===== src/rtl/ptt_pkg.sv =====
// Package for the periodic timer table: field widths, item kind codes,
// cell operation codes and the structs shared by the cells and the sequencer.
// No dependencies.
`default_nettype none

package ptt_pkg;

  localparam int unsigned KIND_W = 2;
  localparam int unsigned ID_W = 32;
  localparam int unsigned PER_W = 32;

  localparam int unsigned MAX_RESULTS = 16;
  localparam int unsigned CNT_W = $clog2(MAX_RESULTS + 1);

  localparam logic [KIND_W-1:0] KIND_TICK = 2'd0;
  localparam logic [KIND_W-1:0] KIND_SET = 2'd1;
  localparam logic [KIND_W-1:0] KIND_KILL = 2'd2;
  localparam logic [KIND_W-1:0] KIND_CLEAR = 2'd3;

  typedef enum logic [2:0] {
    OP_IDLE,
    OP_TICK,
    OP_ROT,
    OP_SET,
    OP_KILL,
    OP_CLEAR
  } op_e;

  typedef struct packed {
    logic             valid;
    logic [ID_W-1:0]  ident;
    logic [PER_W-1:0] period;
    logic [PER_W-1:0] remaining;
    logic             expired;
  } entry_t;

  typedef struct packed {
    op_e              op;
    logic [ID_W-1:0]  id;
    logic [PER_W-1:0] period;
  } ctl_t;

  typedef struct packed {
    logic            dup;
    logic            full;
    logic            head_exp;
    logic [ID_W-1:0] head_ident;
    logic            rest_exp;
  } stat_t;

endpackage

`default_nettype wire


===== src/rtl/ptt_cell.sv =====
// One cell of the sorted timer chain: holds one timer entry and moves it
// to or from its neighbors. Depends on ptt_pkg.
`default_nettype none

module ptt_cell (
  input  wire logic            clk_i,
  input  wire logic            rst_ni,
  input  wire ptt_pkg::ctl_t   ctl_i,
  input  wire ptt_pkg::entry_t left_i,
  input  wire logic            left_after_i,
  input  wire logic            left_kill_i,
  input  wire ptt_pkg::entry_t right_i,
  output ptt_pkg::entry_t      entry_o,
  output logic                 after_o,
  output logic                 kill_o,
  output logic                 match_o
);

  ptt_pkg::entry_t entry_q, entry_d;

  assign match_o = entry_q.valid && (entry_q.ident == ctl_i.id);
  assign after_o = !(entry_q.valid && (entry_q.ident < ctl_i.id));
  assign kill_o = left_kill_i || match_o;
  assign entry_o = entry_q;

  always_comb begin
    entry_d = entry_q;
    unique case (ctl_i.op)
      ptt_pkg::OP_TICK: begin
        entry_d.expired = 1'b0;
        if (entry_q.valid) begin
          if (entry_q.remaining == 32'd1) begin
            entry_d.remaining = entry_q.period;
            entry_d.expired = 1'b1;
          end else begin
            entry_d.remaining = entry_q.remaining - 32'd1;
          end
        end
      end
      ptt_pkg::OP_ROT: begin
        entry_d = right_i;
      end
      ptt_pkg::OP_SET: begin
        if (left_after_i) begin
          entry_d = left_i;
        end else if (after_o) begin
          entry_d.valid = 1'b1;
          entry_d.ident = ctl_i.id;
          entry_d.period = ctl_i.period;
          entry_d.remaining = ctl_i.period;
          entry_d.expired = 1'b0;
        end
      end
      ptt_pkg::OP_KILL: begin
        if (kill_o) begin
          entry_d = right_i;
        end
      end
      ptt_pkg::OP_CLEAR: begin
        entry_d.valid = 1'b0;
        entry_d.expired = 1'b0;
      end
      default: begin
        entry_d = entry_q;
      end
    endcase
  end

  always_ff @(posedge clk_i or negedge rst_ni) begin
    if (!rst_ni) begin
      entry_q <= '0;
    end else begin
      entry_q <= entry_d;
    end
  end

endmodule

`default_nettype wire


===== config.mk =====
export PLATFORM = sky130hd
export DESIGN_NAME = ptt_cell
export DESIGN_NICKNAME = d
export VERILOG_FILES = /design/src/rtl/ptt_pkg.sv /design/src/rtl/ptt_cell.sv
export SDC_FILE = /design/constraint.sdc
export NUM_CORES = 1
export LEC_CHECK = 0
export BUFFER_PORTS_ARGS = -buffer_cell sky130_fd_sc_hd__buf_2
export CORE_AREA = 2 2 144 146
export DETAILED_ROUTE_END_ITERATION = 7
export DIE_AREA = 0 0 146 148
export MAX_ROUTING_LAYER = met4
export PLACE_DENSITY_LB_ADDON = 0.2
export SYNTH_ARGS = -nofsm -noshare
export SYNTH_HDL_FRONTEND = slang
export SYNTH_SLANG_ARGS = --single-unit

===== constraint.sdc =====
create_clock -name clk_i -period 4.52 [get_ports clk_i]
set_input_delay 0.904 -clock clk_i [delete_from_list [all_inputs] [get_ports clk_i]]
set_output_delay 0.904 -clock clk_i [all_outputs]
set_load 0.03 [all_outputs]

==> summary.md <==
| Metric | Value |
|---|---|
| Reg-to-reg slack, setup | ~1.1 ns |
| Initial antenna violation count | 3 |
| Maximum clock rate | 243 MHz |
| Clock Skews | approximately 0.011 ns |
| Slew Viols, Final | 0 |
| CP Class | input port to output port |
| Routed Antenna Nets | 0 |
| Final WL | 25600 um |
| Port buffer count | 367 |
| Core area | 20000 um^2 |
| Worst rel slew slack | 45.4% |
| Via density | 5.20 |
| Vias | approximately 7800 |
| Number of global-route vias before repair | 7662 |
| Unrepaired setup endpoints after global routing | no |
| Tcrit/Tclk final | 91.2% |
| Setup bufs post-CTS | 0 |
| Worst Setup Start Kind | input port |
| Max FFs per register | between 90 and 100 |
| Fin. Hold Viols | 0 |
| All-Layer GR Usage | 24.3% |
| Leak | about 5.0 nW |
| Die W | 146 um |
| Most common cell in the synthesized netlist | o21ai_0 |
| I/O pin cnt | about 370 |
| Worst-path clk slew | 0.07 ns |
| Layout Area Growth over Synthesis | 31.8% |
| R2r worst-path depth | 9 |
| Clock Root Buffer | clkbuf_16 |
| Final Wtd Congestion | 0.913 |
| Critical path required time | 3.62 ns |
| EDFF count, synth | 0 |
| Crit. End Element | output port |
| Avg Inst Size Synth | ~8.4 um^2 |
| Post-route insts no fill | 1495 |
| DRT iter0 DRCs | 379 |
| Pin count of the biggest net entering global routing | 145 |
| R2R Path End | entry_o[47] |
| Hold path startpoint | entry_o[48] |
| Post-Syn Area | 7470 um^2 |
| Placed Cells | 1477 |
| DRC | 0 |
| Post-CTS Hold Buffers | 0 |
| Clock buffer depth | 2 |
| Layout cells sized above 1 | 39.8% |
| CTS tree | built |
| Pre-antenna DRT Iters | 6 |
| Synthesized Nets | 1189 |
| Max Fanout on Critical Path | 3 |
| CP Launch Point | ctl_i[45] |
| Post-layout min period | ~4.1 ns |
| Post-Syn Instances | 888 |
| Peak supply drop | approximately 0.17 mV |
| YS warnings | 0 |
| Post-synthesis cell type count | 49 |
| Post-synth ARST share | 100% |
| Worst Hold End | entry_o[48] |
| Final nets | 1519 |
| Worst Tran Pin Value | roughly 0.81 ns |
| Status | finished clean |
| Setup TNS | 0 ns |
| Max cap viols | 0 |
| Area contributors post-synth | dfrtp_1 33%, mux2_2 12%, o21ai_0 8.1%, mux2i_1 6.7%, ha_1 5.7% |
| Clock buffer count from CTS | 9 |
| Area leader, netlist | dfrtp_1 |
| Worst-Skew Late Latency | 0.35 ns |
| Top FF cell, synth | dfrtp_1 |
| Total gr overflow | 0 |
| Die Y | 148 um |
| Share of the synthesized area in the top cell type | 32.8% |
| Mean routed wirelength per cell | around 17 um |
| Hold Crit Depth | 1 |
| HP Class | register to register |
| Site Rows | 52 |
| Post-synthesis sequential area ratio | 32.8% |
| CTS sink cnt | between 90 and 100 |
| Htree depth | 3 |
| Die area | around 22000 um^2 |
| Post-detail-place hpwl | 19400 um |
| Most common library cells after synthesis | 121 x o21ai_0, 111 x nand2_1, 98 x dfrtp_1, 80 x mux2_2, 75 x a21oi_1 |
| FF-to-FF Start | entry_o[80] |
| # resized after CTS | 0 |
| Number of synthesized register bits | 98 |
| PD cells | 362 nW/um^2 |
| Initial core utilization | 37.3% |
| Global-route wire length before repair | slightly above 40000 um |
| Critical path data arrival time | 3.22 ns |
| Final setup violation count | 0 |
## cell type report
class	instances	area (um^2)
fillers	2059	10200
multi-input cells	686	4640
flip-flops and latches	98	2450
repair buffers	380	1980
well taps	270	338
clock buffers	11	243
inverters	43	161
clock inverters	4	28.8
diodes	3	7.51
## layer usage
layer	vias to the layer above	track usage, %	part of all wire, %
met3	24	4.57	6.1
met1	3604	30.3	44
li1	3871	-	-
met2	268	40.8	49
met4	0	6.07	1.4
met5	-	-	0
## cells in the final DEF, fill, tap and decap left out, drive strengths merged, types with 2 or more instances in the layout
cell / instances
o221a: 2
a21oi: 75
xor2: 5
clkinv: 2
a31oi: 4
buf: 380
ha: 34
a222oi: 15
dfrtp: 98
o21ai: 131
xnor2: 10
nor2: 55
nand2: 111
nand3: 9
o21a: 2
nor3: 17
clkbuf: 11
clkinvlp: 2
or4: 5
nor4: 11
nor2b: 17
and3: 4
nand4: 7
mux2i: 50
a221oi: 7
inv: 43
or3: 2
nand2b: 8
a211oi: 10
diode: 3
mux2: 80
## through the flow
stage                     setup slack [ns]  utilization, %  hold WS (ns)  instance area (um^2)  total power [mW]
after floorplan                       1.25               -         0.608                  7470              2.28
after global placement               0.433            47.8         0.511                  9570              2.83
after detailed placement             0.375            47.8         0.520                  9570              2.85
after CTS                            0.344            49.1         0.536                  9840              3.60
after global routing                 0.145            49.2         0.555                  9850              3.80
final                                0.397            49.2         0.531                  9850              3.56
## critical path, stage by stage
cell      delay [ns]
buf_2           0.12
inv_1           0.05
ha_1            0.29
nand4_1         0.17
nor4_1          0.57
o21ai_0         0.27
a31oi_1         0.38
nand3b_1        0.24
buf_2           0.23
## report_power, final
group	leakage, nW	total, mW	switching [mW]	internal, mW
Sequential	1.21	1.23	0.187	1.05
Clock	0.128	0.739	0.352	0.386
Combinational	3.65	1.59	0.984	0.605
## cell families (layout without fill, tap and decap cells)
logic type	Yosys count	count (layout)	synth area share (%)
AO/OA/AOI/OAI	257	257	19.7
XOR/XNOR	15	15	1.76
adder cells (fa/ha/maj)	34	34	5.69
buffers and inverters	104	438	5.46
flip-flops	98	98	32.8
multiplexers	130	130	18.8
other	0	3	0
AND/OR/NAND/NOR	250	250	15.8
## how the worst max path moves through the flow
stage	to	slack, ns	cells past startpoint
2_1_floorplan	after_o	1.25	7
5_1_grt	after_o	0.15	9
6_report	after_o	0.40	9
3_3_place_gp	after_o	0.43	9
3_5_place_dp	after_o	0.37	9
4_1_cts	after_o	0.34	9
No activity file was read; power rests on OpenSTA's default activity.
