==> src/rtl/ptt_pkg.sv <==
// Package for the periodic timer table: field widths, item kind codes,
// cell operation codes and the structs shared by the cells and the sequencer.
// No dependencies.
`default_nettype none

package ptt_pkg;

  localparam int unsigned KIND_W = 2;
  localparam int unsigned ID_W = 32;
  localparam int unsigned PER_W = 32;

  localparam int unsigned MAX_RESULTS = 16;
  localparam int unsigned CNT_W = $clog2(MAX_RESULTS + 1);

  localparam logic [KIND_W-1:0] KIND_TICK = 2'd0;
  localparam logic [KIND_W-1:0] KIND_SET = 2'd1;
  localparam logic [KIND_W-1:0] KIND_KILL = 2'd2;
  localparam logic [KIND_W-1:0] KIND_CLEAR = 2'd3;

  typedef enum logic [2:0] {
    OP_IDLE,
    OP_TICK,
    OP_ROT,
    OP_SET,
    OP_KILL,
    OP_CLEAR
  } op_e;

  typedef struct packed {
    logic             valid;
    logic [ID_W-1:0]  ident;
    logic [PER_W-1:0] period;
    logic [PER_W-1:0] remaining;
    logic             expired;
  } entry_t;

  typedef struct packed {
    op_e              op;
    logic [ID_W-1:0]  id;
    logic [PER_W-1:0] period;
  } ctl_t;

  typedef struct packed {
    logic            dup;
    logic            full;
    logic            head_exp;
    logic [ID_W-1:0] head_ident;
    logic            rest_exp;
  } stat_t;

endpackage

`default_nettype wire

==> src/rtl/ptt_seq.sv <==
// Sequencer of the periodic timer table: takes command transfers, drives the
// cell chain and registers the expiry results. Depends on ptt_pkg.
`default_nettype none

module ptt_seq #(
  parameter int unsigned SLOTS = 16
) (
  input  wire logic                       clk_i,
  input  wire logic                       rst_ni,
  input  wire logic                       start,
  output logic                            busy,
  input  wire logic [ptt_pkg::KIND_W-1:0] kind_i,
  input  wire logic [ptt_pkg::ID_W-1:0]   timer_id_i,
  input  wire logic [ptt_pkg::PER_W-1:0]  period_i,
  input  wire ptt_pkg::stat_t             stat_i,
  output ptt_pkg::ctl_t                   ctl_o,
  output logic                            strobe_o,
  output logic [ptt_pkg::ID_W-1:0]        expired_id_o,
  output logic                            last_o
);

  localparam int unsigned STEP_W = (SLOTS > 1) ? $clog2(SLOTS) : 1;

  localparam logic [1:0] S_IDLE = 2'd0;
  localparam logic [1:0] S_EXEC = 2'd1;
  localparam logic [1:0] S_ROT = 2'd2;

  logic [1:0] state_q, state_d;
  logic [STEP_W-1:0] step_q, step_d;
  logic [ptt_pkg::CNT_W-1:0] cnt_q, cnt_d;
  logic [ptt_pkg::KIND_W-1:0] kind_q;
  logic [ptt_pkg::ID_W-1:0] id_q;
  logic [ptt_pkg::PER_W-1:0] per_q;
  logic strobe_q, strobe_d;
  logic last_q, last_d;
  logic [ptt_pkg::ID_W-1:0] eid_q, eid_d;
  logic accept;

  assign busy = (state_q != S_IDLE);
  assign accept = start && !busy;

  always_comb begin
    state_d = state_q;
    step_d = step_q;
    cnt_d = cnt_q;
    ctl_o.op = ptt_pkg::OP_IDLE;
    ctl_o.id = id_q;
    ctl_o.period = per_q;
    strobe_d = 1'b0;
    last_d = 1'b0;
    eid_d = stat_i.head_ident;
    unique case (state_q)
      S_IDLE: begin
        if (start) begin
          state_d = S_EXEC;
        end
      end
      S_EXEC: begin
        state_d = S_IDLE;
        unique case (kind_q)
          ptt_pkg::KIND_TICK: begin
            ctl_o.op = ptt_pkg::OP_TICK;
            state_d = S_ROT;
            step_d = '0;
            cnt_d = '0;
          end
          ptt_pkg::KIND_SET: begin
            if ((per_q != '0) && !stat_i.dup && !stat_i.full) begin
              ctl_o.op = ptt_pkg::OP_SET;
            end
          end
          ptt_pkg::KIND_KILL: begin
            ctl_o.op = ptt_pkg::OP_KILL;
          end
          ptt_pkg::KIND_CLEAR: begin
            ctl_o.op = ptt_pkg::OP_CLEAR;
          end
          default: begin
            ctl_o.op = ptt_pkg::OP_IDLE;
          end
        endcase
      end
      S_ROT: begin
        ctl_o.op = ptt_pkg::OP_ROT;
        if (stat_i.head_exp && (cnt_q < ptt_pkg::CNT_W'(ptt_pkg::MAX_RESULTS))) begin
          strobe_d = 1'b1;
          last_d = (cnt_q == ptt_pkg::CNT_W'(ptt_pkg::MAX_RESULTS - 1)) || !stat_i.rest_exp;
          cnt_d = cnt_q + ptt_pkg::CNT_W'(1);
        end
        if (step_q == STEP_W'(SLOTS - 1)) begin
          state_d = S_IDLE;
        end else begin
          step_d = step_q + STEP_W'(1);
        end
      end
      default: begin
        state_d = S_IDLE;
      end
    endcase
  end

  always_ff @(posedge clk_i or negedge rst_ni) begin
    if (!rst_ni) begin
      state_q <= S_IDLE;
      step_q <= '0;
      cnt_q <= '0;
      strobe_q <= 1'b0;
    end else begin
      state_q <= state_d;
      step_q <= step_d;
      cnt_q <= cnt_d;
      strobe_q <= strobe_d;
    end
  end

  always_ff @(posedge clk_i) begin
    if (accept) begin
      kind_q <= kind_i;
      id_q <= timer_id_i;
      per_q <= period_i;
    end
    eid_q <= eid_d;
    last_q <= last_d;
  end

  assign strobe_o = strobe_q;
  assign expired_id_o = eid_q;
  assign last_o = last_q;

  a_strobe_from_pass: assert property (@(posedge clk_i) disable iff (!rst_ni)
    strobe_q |-> $past(state_q) == S_ROT)
    else $error("result transfer outside the expiry pass");

  a_cnt_bound: assert property (@(posedge clk_i) disable iff (!rst_ni)
    cnt_q <= ptt_pkg::CNT_W'(ptt_pkg::MAX_RESULTS))
    else $error("expiry count beyond the result limit");

  a_last_ends: assert property (@(posedge clk_i) disable iff (!rst_ni)
    (strobe_q && last_q) |=> !strobe_q)
    else $error("result transfer after the last one of a tick");

  a_accept_exec: assert property (@(posedge clk_i) disable iff (!rst_ni)
    accept |=> state_q == S_EXEC)
    else $error("accepted command not executed");

endmodule

`default_nettype wire

==> config.mk <==
export PLATFORM = sky130hd
export DESIGN_NAME = ptt_seq
export DESIGN_NICKNAME = d
export VERILOG_FILES = /design/src/rtl/ptt_pkg.sv /design/src/rtl/ptt_seq.sv
export SDC_FILE = /design/constraint.sdc
export NUM_CORES = 1
export LEC_CHECK = 0
export ABC_AREA = 1
export BUFFER_PORTS_ARGS = -buffer_cell sky130_fd_sc_hd__buf_2
export CORE_UTILIZATION = 46
export DETAILED_ROUTE_END_ITERATION = 6
export GPL_TIMING_DRIVEN = 0
export PLACE_DENSITY = 0.93
export SYNTH_ARGS = -nofsm -noshare
export SYNTH_HDL_FRONTEND = slang
export SYNTH_SLANG_ARGS = --single-unit
==> constraint.sdc <==
create_clock -name clk_i -period 4.6 [get_ports clk_i]
set_input_delay 0 -clock clk_i [delete_from_list [all_inputs] [get_ports clk_i]]
set_output_delay 0 -clock clk_i [all_outputs]
set_load 0.01 [all_outputs]
==> flow_metrics.tcl <==
set metrics [dict create \
    power_w 0.002499 \
    hold_viol 0 \
    hpwl_mm 6.563 \
    end_kind "output pin" \
    power_density_nw_per_um2 422.8 \
    timing.final.crit_period_ns 1.909 \
    cts-htree-levels 3 \
    ys_warn_count 0 \
    synth_area_um2 3552 \
    timing.final.crit_share_pct 41.51 \
    tritoncts.num_buffers 9 \
    rsz0062_at_grt "false" \
    setup.worst_path.start_class "register" \
    vias 3103 \
    whs_ns 0.01483 \
    place.gp.congestion 0.7943 \
    worst_path_most_repeated_cell "nand2_1" \
    antenna_left 0 \
    cellLeakagePower_nw 2.695 \
    cp_top_family "simple AND/OR/NAND/NOR gates" \
    grt_pass1_vias 3425 \
    tns_ns 0 \
    fill_cells 417 \
    root_buffer "clkbuf_8" \
    max_stage_delay_ns 0.40 \
    final_common_cell "buf_2" \
    synthFlopType "edfxtp_1" \
    asyncSetResetFlopFracSynth_pct 10.81 \
    hp-class "input pin to register" \
    worstPathBufferInverterCount 2 \
    finalNetCount 656 \
    drt_iter0_drc 151 \
    multi_input_area_um2 553.0 \
    antenna_cells 0 \
    syn_area_per_cell_um2 15.72 \
    layout_common_cells "buf_2 (206), dlygate4sd3_1 (101), edfxtp_1 (66), dfxtp_1 (33), nand2_1 (31)" \
    setup-violations-final 0 \
    synthCells 226 \
    drc_errors 0 \
    fmax_ghz 0.5237 \
    dr.pass1.iters 4 \
    grt_max_degree 49 \
    yosysSeqAreaShare_pct 82.85 \
    grt_overflow 0 \
    die_area_um2 8078 \
    coreArea_um2 7370 \
    wirelength_mm 11.69 \
    clk_path_buf_depth 2 \
    synth_cell_types 25 \
    critical_path.cell_chain "inv_1 -> ha_1 -> nand2_1 -> nor4_1 -> o21ai_1 -> nand2_1 -> buf_2" \
    start_util_pct 48.20 \
    drv_cap 0 \
    rows 31 \
    die-height_um 89.88 \
    worst-endpoint-arrival_ns 1.91 \
    tightest_slew_ns 0.4400 \
    cts_sinks 111 \
    clkSlewWorstSetupHoldPaths_ns 0.10 \
    clock_latency_ns 0.36 \
    required_ns 4.60 \
    postLayoutCoreUtil_pct 80.20 \
    regArea_um2 2943 \
    die_x_um 89.88 \
    finalClockSkew_ns 0.01287 \
    path_max_fanout 5 \
    grt_first_pass_wirelength_mm 17.76 \
    port_buffers 206 \
    maxSlewViolCount 0 \
    criticalPathCategory "register to output pin" \
    cts_tree "built" \
    antenna_found_initial 0 \
    synth-edff-count 66 \
    syn_nets 337 \
    status "finished, final reports clean" \
    wl_per_cell_um 18.01 \
    slowest_stage "ha_1" \
    drive_above_1_share_pct 43.82 \
    ys_ff_latch 111 \
    io_pins 207 \
    vias_per_cell 4.781 \
    slew_headroom_pct 70.62 \
    track_usage_pct 29.64 \
    ir_drop_mv 0.2887 \
    cts_resized 0 \
    syn2layout_area_growth_pct 66.40 \
]
[kinds of logic (layout without fill, tap and decap cells)]
kind of cell / count (synthesis) / after routing / share of synthesized area, %
buf+inv: 15 / 339 / 1.585
fa+ha+maj: 6 / 6 / 2.113
xor+xnor: 2 / 2 / 0.4932
compound gates: 15 / 15 / 2.571
simple gates: 77 / 77 / 10.39
flops: 111 / 111 / 82.85
[power by group]
part / internal [W] / switching [W] / leakage, nW / total [W]
Sequential: 0.00125 / 0.0000722 / 1.07 / 0.00132
Clock: 0.000200 / 0.000336 / 0.0966 / 0.000536
Combinational: 0.000260 / 0.000385 / 1.53 / 0.000646
[final timing paths]
path	depth (start not counted)	from	endpoint	slack [ns]
max	7	state_q[0]$_DFFE_PN0P_	ctl_o[65]	2.69
min	5	stat_i[33]	last_o$_SDFF_PN0_	0.01
max reg2reg	5	state_q[0]$_DFFE_PN0P_	per_q[2]$_DFFE_PP_	2.86
min reg2reg	1	step_q[0]$_DFFE_PN0P_	step_q[0]$_DFFE_PN0P_	0.54
max in group asynchronous	2	rst_ni	strobe_o$_DFF_PN0_	4.36
min in group asynchronous	2	rst_ni	state_q[1]$_DFFE_PN0P_	0.03
[routing by layer]
metal | vias to the layer above | GRT usage, % | part of all wire, %
li1 | 1417 | - | -
met1 | 1494 | 30.69 | 34
met2 | 159 | 55.58 | 56
met3 | 33 | 8.968 | 7.7
met4 | 0 | 11.83 | 2.7
met5 | - | 0 | 0
[sequential cells by signal, indices dropped and copies added, names as in the netlist]
name and flops:
cnt_q 5, expired_id_o 32, id_q 32, kind_q 2, last_o 1, per_q 32
state_q 2, step_q 4, strobe_o 1
[cells in the mapped netlist (3+ instances only)]
cell type | number | area, µm²
a21oi_1 | 3 | 15.01
dfrtp_1 | 12 | 300.3
dfxtp_1 | 33 | 660.6
edfxtp_1 | 66 | 1982
ha_1 | 6 | 75.07
inv_1 | 11 | 41.29
inv_2 | 4 | 15.01
nand2_1 | 31 | 116.4
nand3_1 | 8 | 40.04
nor2_1 | 23 | 86.33
nor2_2 | 3 | 18.77
nor2_4 | 3 | 33.78
o21ai_0 | 4 | 20.02
o21ai_1 | 5 | 25.02
[per-stage QoR]
stage | area [µm²] | instances | setup WS [ns]
2_1_floorplan | 3552 | 226 | 2.223
3_3_place_gp | 4707 | 531 | 1.796
3_5_place_dp | 4727 | 532 | 2.875
4_1_cts | 5911 | 649 | 2.657
5_1_grt | 5911 | 649 | 2.538
6_report | 5911 | 649 | 2.691
[tightest hold or removal path: stages]
cell and delay (ns):
buf_2 0.10, inv_1 0.06, nor2_2 0.05, nand2_1 0.08
a21oi_1 0.04
[repair_timing]
| action | in CTS | in global routing |
|---|---|---|
| buffers inserted | 0 | 0 |
| hold endpoints to repair | 112 | 0 |
| hold buffers | 101 | 0 |
[area by class of cell]
type                            count  area share [%]
Sequential cell                   111           49.79
Inverter                           15          0.9526
Clock inverter                      7          0.8256
Multi-Input combinational cell    100           9.356
Timing Repair Buffer              308           34.89
Clock buffer                        9           2.096
Tap cell                           99           2.096
No activity file was read; power rests on OpenSTA's default activity.
